## src/sv/sdff_pkg.sv

```systemverilog
package sdff_pkg;

  localparam int MaxFieldDef = 64;

  localparam int ValW     = 32;
  localparam int CharW    = 8;
  localparam int CfgW     = 7;
  localparam int CfgIdxW  = 3;
  localparam int LenW     = 8;
  localparam int DigN     = 10;
  localparam int DigIdxW  = 4;

  // register map
  typedef enum logic [CfgIdxW-1:0] {
    CFG_FIELD_WIDTH  = 3'd0,
    CFG_MIN_DIGITS   = 3'd1,
    CFG_LEFT_JUSTIFY = 3'd2,
    CFG_FORCE_PLUS   = 3'd3,
    CFG_SPACE_SIGN   = 3'd4,
    CFG_ZERO_PAD     = 3'd5
  } cfg_idx_e;

  localparam logic [CharW-1:0] ChSpace = 8'h20;
  localparam logic [CharW-1:0] ChPlus  = 8'h2B;
  localparam logic [CharW-1:0] ChMinus = 8'h2D;
  localparam logic [CharW-1:0] ChZero  = 8'h30;

  // divide by ten: q = (x * ceil(2^35 / 10)) >> 35, exact for 32-bit x
  localparam logic [63:0] Recip10 = 64'h0000_0000_CCCC_CCCD;
  localparam int          Recip10Shift = 35;

  typedef struct packed {
    logic load;   // take a new value
    logic conv;   // peel one decimal digit
    logic size;   // work out field layout
    logic emit;   // load next character into output register
  } sdff_cmd_t;

  typedef struct packed {
    logic conv_last;   // digit being peeled is the top one
    logic size_empty;  // field has no characters
    logic emit_last;   // character being emitted ends the field
  } sdff_sts_t;

endpackage

```

## src/sv/sdff_ctrl.sv

```systemverilog
module sdff_ctrl
  import sdff_pkg::*;
(
  input  logic      clk_i,
  input  logic      rst_ni,
  input  logic      in_valid_i,
  output logic      in_ready_o,
  input  logic      out_ready_i,
  output logic      out_valid_o,
  input  sdff_sts_t sts_i,
  output sdff_cmd_t cmd_o
);

  localparam logic [1:0] StIdle = 2'd0;
  localparam logic [1:0] StConv = 2'd1;
  localparam logic [1:0] StSize = 2'd2;
  localparam logic [1:0] StEmit = 2'd3;

  logic [1:0] state_q, state_d;
  logic       out_valid_q, out_valid_d;
  logic       slot_free;

  assign slot_free = !out_valid_q || out_ready_i;

  always_comb begin
    state_d    = state_q;
    cmd_o      = '0;
    in_ready_o = 1'b0;
    unique case (state_q)
      StIdle: begin
        in_ready_o = 1'b1;
        if (in_valid_i) begin
          cmd_o.load = 1'b1;
          state_d    = StConv;
        end
      end
      StConv: begin
        cmd_o.conv = 1'b1;
        if (sts_i.conv_last) state_d = StSize;
      end
      StSize: begin
        cmd_o.size = 1'b1;
        state_d    = sts_i.size_empty ? StIdle : StEmit;
      end
      StEmit: begin
        if (slot_free) begin
          cmd_o.emit = 1'b1;
          if (sts_i.emit_last) state_d = StIdle;
        end
      end
      default: state_d = StIdle;
    endcase
  end

  always_comb begin
    out_valid_d = out_valid_q;
    if (cmd_o.emit) begin
      out_valid_d = 1'b1;
    end else if (out_ready_i) begin
      out_valid_d = 1'b0;
    end
  end

  always_ff @(posedge clk_i or negedge rst_ni) begin
    if (!rst_ni) begin
      state_q     <= StIdle;
      out_valid_q <= 1'b0;
    end else begin
      state_q     <= state_d;
      out_valid_q <= out_valid_d;
    end
  end

  assign out_valid_o = out_valid_q;

endmodule

```

## config.mk

```make
export PLATFORM = sky130hd
export DESIGN_NAME = sdff_ctrl
export DESIGN_NICKNAME = d
export VERILOG_FILES = /design/src/sv/sdff_pkg.sv /design/src/sv/sdff_ctrl.sv
export SDC_FILE = /design/constraint.sdc
export NUM_CORES = 1
export LEC_CHECK = 0
export CORE_AREA = 2 2 39 41
export CTS_CLUSTER_SIZE = 12
export DETAILED_ROUTE_END_ITERATION = 6
export DIE_AREA = 0 0 41 43
export DONT_BUFFER_PORTS = 1
export PLACE_DENSITY = 0.3
export RECOVER_POWER = 25
export SYNTH_ARGS = -nofsm -noshare
export SYNTH_HDL_FRONTEND = slang
export SYNTH_SLANG_ARGS = --single-unit
```

## constraint.sdc

```tcl
create_clock -name clk_i -period 1.2 [get_ports clk_i]
set_input_delay 0.06 -clock clk_i [delete_from_list [all_inputs] [get_ports clk_i]]
set_output_delay 0.06 -clock clk_i [all_outputs]
set_load 0.1 [all_outputs]
```

==> results of run 1 <==
cell usage after synthesis:
master	instances
nand2b_1	1
nor2b_2	1
o21ai_1	2
nand2_1	2
o221ai_2	1
nor2_1	1
buf_6	1
and2b_2	1
buf_4	1
nand2_4	1
nor2b_1	1
nor2_2	1
dfrtp_1	3
and2_1	1
mux2i_1	1
inv_1	2
what timing repair did:
action	in CTS	in global routing
resized for setup	3	0
hold buffers	2	0
setup buffers	2	1
pin swaps	3	0
endpoints found under the setup margin	5	3
endpoints found under the hold margin	4	0
worst reg2reg max path, delay by kind of cell, from the launching register on:
kind	cells	cell delay, ns
compound gates	2	0.28
buf+inv	1	0.16
flops	1	0.44
metal layers:
metal  global-route usage [%]  vias to the layer above  wire length, um
met1                     6.09                       89              166
met4                     6.00                        0                0
met5                        0                        -                0
li1                         -                       90                -
met3                     4.71                        0               48
met2                     9.06                       10              238
sequential cells by signal, indices dropped and copies added, names as in the netlist:
register     cells
out_valid_o      1
state_q          2
placed cells by master, fill, tap and decap left out:
cell and count:
buf_4 6, clkbuf_4 3, buf_12 3, nor2_4 2, nand2_1 2, inv_1 2, o21ai_1 2, dlygate4sd3_1 2
dfrtp_2 2, nor2b_2 1, and2b_2 1, nor2b_4 1, and2_4 1, nand2b_1 1, mux2i_1 1, nand2_4 1
o221ai_2 1, clkbuf_1 1, dfrtp_4 1
cells by family after synthesis:
group | count (synthesis)
mux | 1
simple gates | 10
compound gates | 3
flops | 3
buf+inv | 4
path summary, 6_finish.rpt:
path / startpoint / to / cells after the start
worst min register to register: state_q[0] / out_valid_o / 2
max in group asynchronous: rst_ni / out_valid_o / 1
worst max-delay path: state_q[0] / cmd_o[3] / 2
worst max register to register: state_q[0] / state_q[0] / 3
worst min-delay path: in_valid_i / state_q[0] / 2
min in group asynchronous: rst_ni / out_valid_o / 1
metrics by stage:
step,utilization (%),instance area [um2],setup TNS (ns),setup WS (ns),hold WS [ns]
final,27.7,383,0,0.00941,0.0210
after global routing,27.7,383,-0.0626,-0.0339,0.0225
after CTS,27.1,375,0,0.000563,0.0190
after detailed placement,22.2,307,0,0.135,-0.235
after global placement,22.2,307,0,0.152,-0.235
after floorplan,-,224,-0.438,-0.281,-0.236
layout make-up:
| type | instances | area share [%] |
|---|---|---|
| clock buffers | 4 | 6.86 |
| inverters | 2 | 1.96 |
| multi-input cells | 14 | 32.0 |
| flip-flops and latches | 3 | 21.2 |
| well taps | 16 | 5.23 |
| repair buffers | 11 | 32.7 |
==> impl_metrics.env, run 1 <==
export IMPL_netlist_area_um2=201
export IMPL_tightestPinTransition_ns=0.290
export IMPL_status="finished clean"
export IMPL_die_w_um=41
export IMPL_fin_crit_ns=1.19
export IMPL_synth_fa_ha_area_share_pct=0
export IMPL_row_count=14
export IMPL_slowest_delay_ns=0.44
export IMPL_max_slew_margin_pct=80.7
export IMPL_synth_xor_area_share_pct=0
export IMPL_root_buffer="clkbuf_4"
export IMPL_routed_wl_um=454
export IMPL_synth_top_family_by_area="simple AND/OR/NAND/NOR gates"
export IMPL_synth_compound_area_share_pct=12.4
export IMPL_firstDrtPassIters=4
export IMPL_cp_num_buf_inv=0
export IMPL_syn_to_final_growth_pct=90.1
export IMPL_route_detailed_drc=0
export IMPL_path_max_fanout=6
export IMPL_rrSetupSlack_ns=0.19
export IMPL_grt_pass1_vias=198
export IMPL_core_um2=1380
export IMPL_place_congestion=0.649
export IMPL_fin_cells=50
export IMPL_skew_ns=0.000571
export IMPL_io_pins=13
export IMPL_synthSimpleGateAreaFrac_pct=32.3
export IMPL_cp_arrival_ns=1.13
export IMPL_final_max_slew_viol_count=0
export IMPL_post_drt_wl_per_cell_um=9.08
export IMPL_grt_overflow_total=0
export IMPL_clockBufferDepth=2
export IMPL_grt_start_max_net_pins=8
export IMPL_antenna_cells=0
export IMPL_final_nets=42
export IMPL_synth_top_area_share_pct=37.3
export IMPL_cts_sinks=3
export IMPL_fmax_mhz=840
export IMPL_synth_warnings=0
export IMPL_gr_usage_all_layers_pct=6.62
export IMPL_yosys_cell_types_count=16
export IMPL_yosysSeqAreaShare_pct=37.3
export IMPL_dp_cells=41
export IMPL_synth_largest_area_cell="dfrtp_1"
export IMPL_vias_per_cell=3.78
export IMPL_syn_area_per_cell_um2=9.59
export IMPL_syn_num_nets=28
export IMPL_syn_inst=21
export IMPL_multiInputGateArea_um2=123
export IMPL_n_fill_cell=152
export IMPL_regArea_um2=81.3
export IMPL_cts_tree="done"
export IMPL_antenna_found_initial=0
export IMPL_routed_via_count=189
export IMPL_drtIter0Drc=3
export IMPL_layout_drive_gt1_share_pct=67.6
export IMPL_synth_mux_area_share_pct=4.97
export IMPL_clock_latency_ns=0.23
export IMPL_dp_hpwl_um=334
export IMPL_hp_class="input pin to flip-flop"
export IMPL_synth_area_leaders="dfrtp_1, o221ai_2, buf_6"
export IMPL_critical_path_top_delay_family="simple AND/OR/NAND/NOR gates"
export IMPL_h_tree_depth=1
export IMPL_crit_chain="nor2_4 > and2_4"
export IMPL_io_buffer_count=0
export IMPL_clk_pin_slew_ns=0.03
export IMPL_end_kind="output pin"
export IMPL_die_h_um=43
export IMPL_cp_slowest_cell="dfrtp_2"
export IMPL_ys_seq_elements=3
export IMPL_crit_type="flip-flop to output pin"
export IMPL_min_period_over_period_pct=99.2
export IMPL_hold_viol=0
export IMPL_numCtsBuffers=3
export IMPL_rsz0062_at_grt="yes"
export IMPL_setup_viol=0
export IMPL_drv_cap=0
export IMPL_die_area_um2=1760
export IMPL_cp_required_ns=1.14
export IMPL_ant_nets=0
export IMPL_cp_start_kind="flip-flop"
export IMPL_initial_core_util_pct=14.6
export IMPL_grt_pass1_wl_um=690
Power of run 1 is left out: the tool's default activity adds up to more than one toggle a clock period on the data nets, which glitch-free logic cannot reach.
==> run 2, diff against run 1 <==
==> constraint.sdc (replaced) <==
create_clock -name clk_i -period 1.2 [get_ports clk_i]
set_input_delay 0.06 -clock clk_i [delete_from_list [all_inputs] [get_ports clk_i]]
set_output_delay 0.06 -clock clk_i [all_outputs]
set_load 0.005 [all_outputs]
==> run 2 against run 1 <==
  * Routed wire length down 6.6%
  * Critical path depth did not move
  * Cell count decreased by 18%
  * Die area stayed put
  * Sequential cell count did not move
  * Count of clock-buffer cells in the layout is the same
  * Sequential share of layout area up 8.9 points
==> impl_metrics.env, run 2 (same netlist as run 1, synthesis figures left out) <==
export IMPL_power_density_nw_per_um2=2370
export IMPL_path_max_fanout=8
export IMPL_combPwrFrac_pct=30.2
export IMPL_setup_viol=0
export IMPL_power_leakage_nw=0.116
export IMPL_p_clk_share_pct=29.1
export IMPL_hold_start="in_valid_i"
export IMPL_vias_per_cell=3.76
export IMPL_grt_start_max_net_pins=9
export IMPL_dp_hpwl_um=339
export IMPL_grt_pass1_wl_um=738
export IMPL_final_nets=33
export IMPL_largest_register_ffs=2
export IMPL_post_drt_wl_per_cell_um=10.3
export IMPL_min_period_over_period_pct=91.1
export IMPL_tightestPinTransition_ns=0.333
export IMPL_top_register="state_q"
export IMPL_end_kind="output pin"
export IMPL_gr_usage_all_layers_pct=6.63
export IMPL_power_mw=0.591
export IMPL_root_buffer="clkbuf_4"
export IMPL_io_buffer_count=0
export IMPL_timing_rr_start="state_q[0]"
export IMPL_placed_area_um2=203
export IMPL_pre_cts_slack_ns=0.222
export IMPL_firstDrtPassIters=1
export IMPL_hp_class="input pin to flip-flop"
export IMPL_drv_cap=0
export IMPL_crit_type="flip-flop to output pin"
export IMPL_p_sw_share_pct=37.9
export IMPL_cp_slowest_cell="dfrtp_1"
export IMPL_dp_cells=35
export IMPL_hold_viol=0
export IMPL_reg2regPathDepth=2
export IMPL_antenna_found_initial=0
export IMPL_initial_core_util_pct=14.6
export IMPL_cp_required_ns=1.14
export IMPL_fin_crit_ns=1.09
export IMPL_setup_ws_ns=0.106
export IMPL_cp_arrival_ns=1.03
export IMPL_final_max_slew_viol_count=0
export IMPL_hold_buffers=2
export IMPL_grt_pass1_vias=191
export IMPL_rrSetupSlack_ns=0.24
export IMPL_status="finished clean"
export IMPL_clk_pin_slew_ns=0.03
export IMPL_fmax_mhz=914
export IMPL_min_path_cells=2
export IMPL_n_fill_cell=160
export IMPL_tns_ns=0
export IMPL_numCtsBuffers=3
export IMPL_row_count=14
export IMPL_drtIter0Drc=0
export IMPL_rsz0062_at_grt="no"
export IMPL_grt_overflow_total=0
export IMPL_routed_wl_um=424
export IMPL_seq_power_share_pct=40.7
export IMPL_p_int_mw=0.367
export IMPL_h_tree_depth=1
export IMPL_fin_cells=41
export IMPL_max_slew_margin_pct=77.8
export IMPL_place_congestion=0.689
export IMPL_cp_num_buf_inv=0
export IMPL_cts_resized=0
export IMPL_skew_ns=0.000467
export IMPL_r2r_end="state_q[0]"
export IMPL_core_um2=1380
export IMPL_slowest_delay_ns=0.48
export IMPL_cp_start_kind="flip-flop"
export IMPL_post_cts_setup_buffers=0
export IMPL_die_h_um=43
export IMPL_syn_to_final_growth_pct=23.6
export IMPL_critical_path_top_delay_family="flip-flops"
export IMPL_die_area_um2=1760
export IMPL_whs_endpoint="state_q[0]"
export IMPL_final_cell_mix="clkbuf_4, dfrtp_1"
export IMPL_cts_tree="done"
export IMPL_io_pins=13
export IMPL_routed_via_count=154
export IMPL_ant_nets=0
export IMPL_layout_drive_gt1_share_pct=32.0
export IMPL_clockBufferDepth=2
export IMPL_power_switching_mw=0.224
export IMPL_cts_sinks=3
export IMPL_die_w_um=41
export IMPL_clock_latency_ns=0.23
export IMPL_peakVddDrop_mv=0.442
export IMPL_antenna_cells=0
export IMPL_final_cell_area_um2=249
export IMPL_route_detailed_drc=0
export IMPL_crit_chain="nor2_2 > and2_1"
## run 2: cell count changes in the layout (fill, tap and decap cells not counted), sizes merged
| cell | change |
|---|---|
| buf | -9 |
## run 2: layout make-up
class | instances | area (um2) | area share [%]
Inverter | 2 | 7.51 | 3.02
Multi-Input combinational cell | 14 | 100 | 40.2
Timing Repair Buffer | 2 | 20.0 | 8.04
Tap cell | 16 | 20.0 | 8.04
Sequential cell | 3 | 75.1 | 30.2
Clock buffer | 4 | 26.3 | 10.6
## run 2: power by group through the flow
stage	clock, mW	sequential [mW]	combinational [mW]
5_1_grt	0.195	0.253	0.209
3_3_place_gp	0	0.238	0.180
6_report	0.172	0.240	0.178
4_1_cts	0.178	0.245	0.184
3_5_place_dp	0	0.246	0.176
2_1_floorplan	0	0.186	0.243
## run 2: how the worst max path moves through the flow
stage	cells after the start	from	slack, ns	endpoint
after floorplan	3	out_valid_o	0.32	state_q[0]
after global placement	3	out_valid_o	0.25	state_q[1]
after detailed placement	2	state_q[0]	0.22	state_q[0]
after CTS	2	state_q[0]	0.08	cmd_o[3]
after global routing	2	state_q[0]	0.03	cmd_o[0]
final	2	state_q[0]	0.11	cmd_o[3]
## run 2: metrics by stage
step | utilization, % | hold WS (ns)
floorplan | - | -0.236
global placement | 14.6 | -0.236
detailed placement | 14.6 | -0.235
CTS | 18.0 | 0.0322
global route | 18.0 | 0.0548
finish | 18.0 | 0.0371
## run 2: metal layers
metal	track usage (%)	share of wire, %	up-vias
li1	-	-	73
met1	5.81	31	76
met2	10.3	62	5
met3	1.57	6.8	0
met4	8.00	0	0
met5	0	0	-
Note: power is estimated with default switching activity, not from simulation.
==> run 3, diff against run 2 <==
--- a/config.mk
+++ b/config.mk
@@ -10,6 +10,7 @@
 export DETAILED_ROUTE_END_ITERATION = 6
 export DIE_AREA = 0 0 41 43
 export DONT_BUFFER_PORTS = 1
+export GPL_TIMING_DRIVEN = 0
 export PLACE_DENSITY = 0.3
 export RECOVER_POWER = 25
 export SYNTH_ARGS = -nofsm -noshare
==> run 3 against run 2 <==
  * Clock power increased by 2%
  * Setup slack gained 0.019 ns
  * Critical endpoint unchanged
  * Fmax up 1.8%
==> impl_metrics.env, run 3 (same netlist as run 1, synthesis figures left out) <==
export IMPL_numCtsBuffers=3
export IMPL_crit_type="flip-flop to output pin"
export IMPL_routed_wl_um=417
export IMPL_gr_usage_all_layers_pct=6.83
export IMPL_end_kind="output pin"
export IMPL_io_buffer_count=0
export IMPL_tightestPinTransition_ns=0.241
export IMPL_cts_sinks=3
export IMPL_initial_core_util_pct=14.6
export IMPL_path_max_fanout=7
export IMPL_combPwrFrac_pct=42.9
export IMPL_post_drt_wl_per_cell_um=9.70
export IMPL_fmax_mhz=931
export IMPL_n_fill_cell=164
export IMPL_top_register="state_q"
export IMPL_io_pins=13
export IMPL_dp_hpwl_um=328
export IMPL_antenna_cells=0
export IMPL_routed_via_count=162
export IMPL_die_w_um=41
export IMPL_drv_cap=0
export IMPL_hold_viol=0
export IMPL_firstDrtPassIters=2
export IMPL_root_buffer="clkbuf_4"
export IMPL_grt_overflow_total=0
export IMPL_cp_required_ns=1.14
export IMPL_min_period_over_period_pct=89.5
export IMPL_place_congestion=0.655
export IMPL_p_clk_share_pct=27.1
export IMPL_cp_arrival_ns=1.01
export IMPL_hp_class="input pin to flip-flop"
export IMPL_layout_drive_gt1_share_pct=37.0
export IMPL_final_cell_mix="clkbuf_4, dfrtp_1"
export IMPL_clock_latency_ns=0.23
export IMPL_placed_area_um2=221
export IMPL_post_cts_setup_buffers=0
export IMPL_power_density_nw_per_um2=2430
export IMPL_die_h_um=43
export IMPL_vias_per_cell=3.77
export IMPL_grt_pass1_wl_um=724
export IMPL_clk_pin_slew_ns=0.04
export IMPL_power_switching_mw=0.236
export IMPL_route_detailed_drc=0
export IMPL_max_slew_margin_pct=84.0
export IMPL_final_nets=35
export IMPL_fin_util_pct=19.3
export IMPL_power_leakage_nw=0.127
export IMPL_p_int_mw=0.414
export IMPL_skew_ns=0.00290
export IMPL_ant_nets=0
export IMPL_tns_ns=0
export IMPL_grt_start_max_net_pins=9
export IMPL_status="finished clean"
export IMPL_largest_register_ffs=2
export IMPL_core_um2=1380
export IMPL_antenna_found_initial=0
export IMPL_cp_start_kind="flip-flop"
export IMPL_clockBufferDepth=2
export IMPL_p_sw_share_pct=36.3
export IMPL_fin_crit_ns=1.07
export IMPL_setup_viol=0
export IMPL_peakVddDrop_mv=0.562
export IMPL_h_tree_depth=1
export IMPL_cts_tree="done"
export IMPL_die_area_um2=1760
export IMPL_final_cell_area_um2=268
export IMPL_rsz0062_at_grt="no"
export IMPL_row_count=14
export IMPL_grt_pass1_vias=183
export IMPL_drtIter0Drc=1
export IMPL_final_max_slew_viol_count=0
export IMPL_seq_power_share_pct=30.1
export IMPL_syn_to_final_growth_pct=32.9
==> run 3: cell count changes in the layout (fill, tap and decap cells not counted) <==
| cell | before | now |
|---|---|---|
| buf_6 | 0 | 1 |
| buf_4 | 0 | 1 |
==> run 3: what timing repair did <==
action                    4_1_cts  5_1_grt
resized for setup               0        0
hold endpoints to repair        4        0
hold buffers                    2        0
==> run 3: final timing paths <==
kind,start,to,slack (ns),cells after the start
setup / recovery,state_q[1],cmd_o[3],0.13,2
hold / removal,out_ready_i,out_valid_o,0.03,2
setup reg to reg,out_valid_o,state_q[0],0.26,3
hold reg to reg,state_q[1],state_q[1],0.61,1
max in group asynchronous,rst_ni,state_q[1],0.97,1
min in group asynchronous,rst_ni,out_valid_o,0.08,1
==> run 3: stage by stage <==
stage	hold slack (ns)	power, mW	setup WS (ns)	instances
final	0.0311	0.650	0.126	43
after global routing	0.0476	0.721	0.0312	43
after CTS	0.0296	0.667	0.101	43
after detailed placement	-0.235	0.477	0.270	37
after global placement	-0.235	0.474	0.258	37
after floorplan	-0.236	0.430	0.321	21
==> run 3: power by group through the flow <==
stage | Combinational [mW] | Clock, mW | Sequential (mW)
floorplan | 0.243 | 0 | 0.186
global placement | 0.277 | 0 | 0.198
detailed placement | 0.279 | 0 | 0.198
CTS | 0.286 | 0.183 | 0.197
global route | 0.322 | 0.193 | 0.206
finish | 0.279 | 0.176 | 0.195
==> run 3: layer usage <==
metal / track usage (%) / vias up / wire length [um]
met3: 1.57 / 0 / 18
met1: 6.75 / 80 / 156
met2: 9.06 / 5 / 241
met4: 10.0 / 0 / 0
met5: 0 / - / 0
li1: - / 77 / -
==> run 3: cell type report <==
type | count | area, um2 | area share [%]
plain buffers | 2 | 18.8 | 7.01
clock buffers | 4 | 26.3 | 9.81
inverters | 2 | 7.51 | 2.80
multi-input cells | 14 | 100 | 37.4
flip-flops and latches | 3 | 75.1 | 28.0
well taps | 16 | 20.0 | 7.48
repair buffers | 2 | 20.0 | 7.48
==> run 3: critical path, stage by stage (launching register included) <==
cell	delay (ns)
dfrtp_1	0.45
nor2_2	0.17
and2_1	0.16
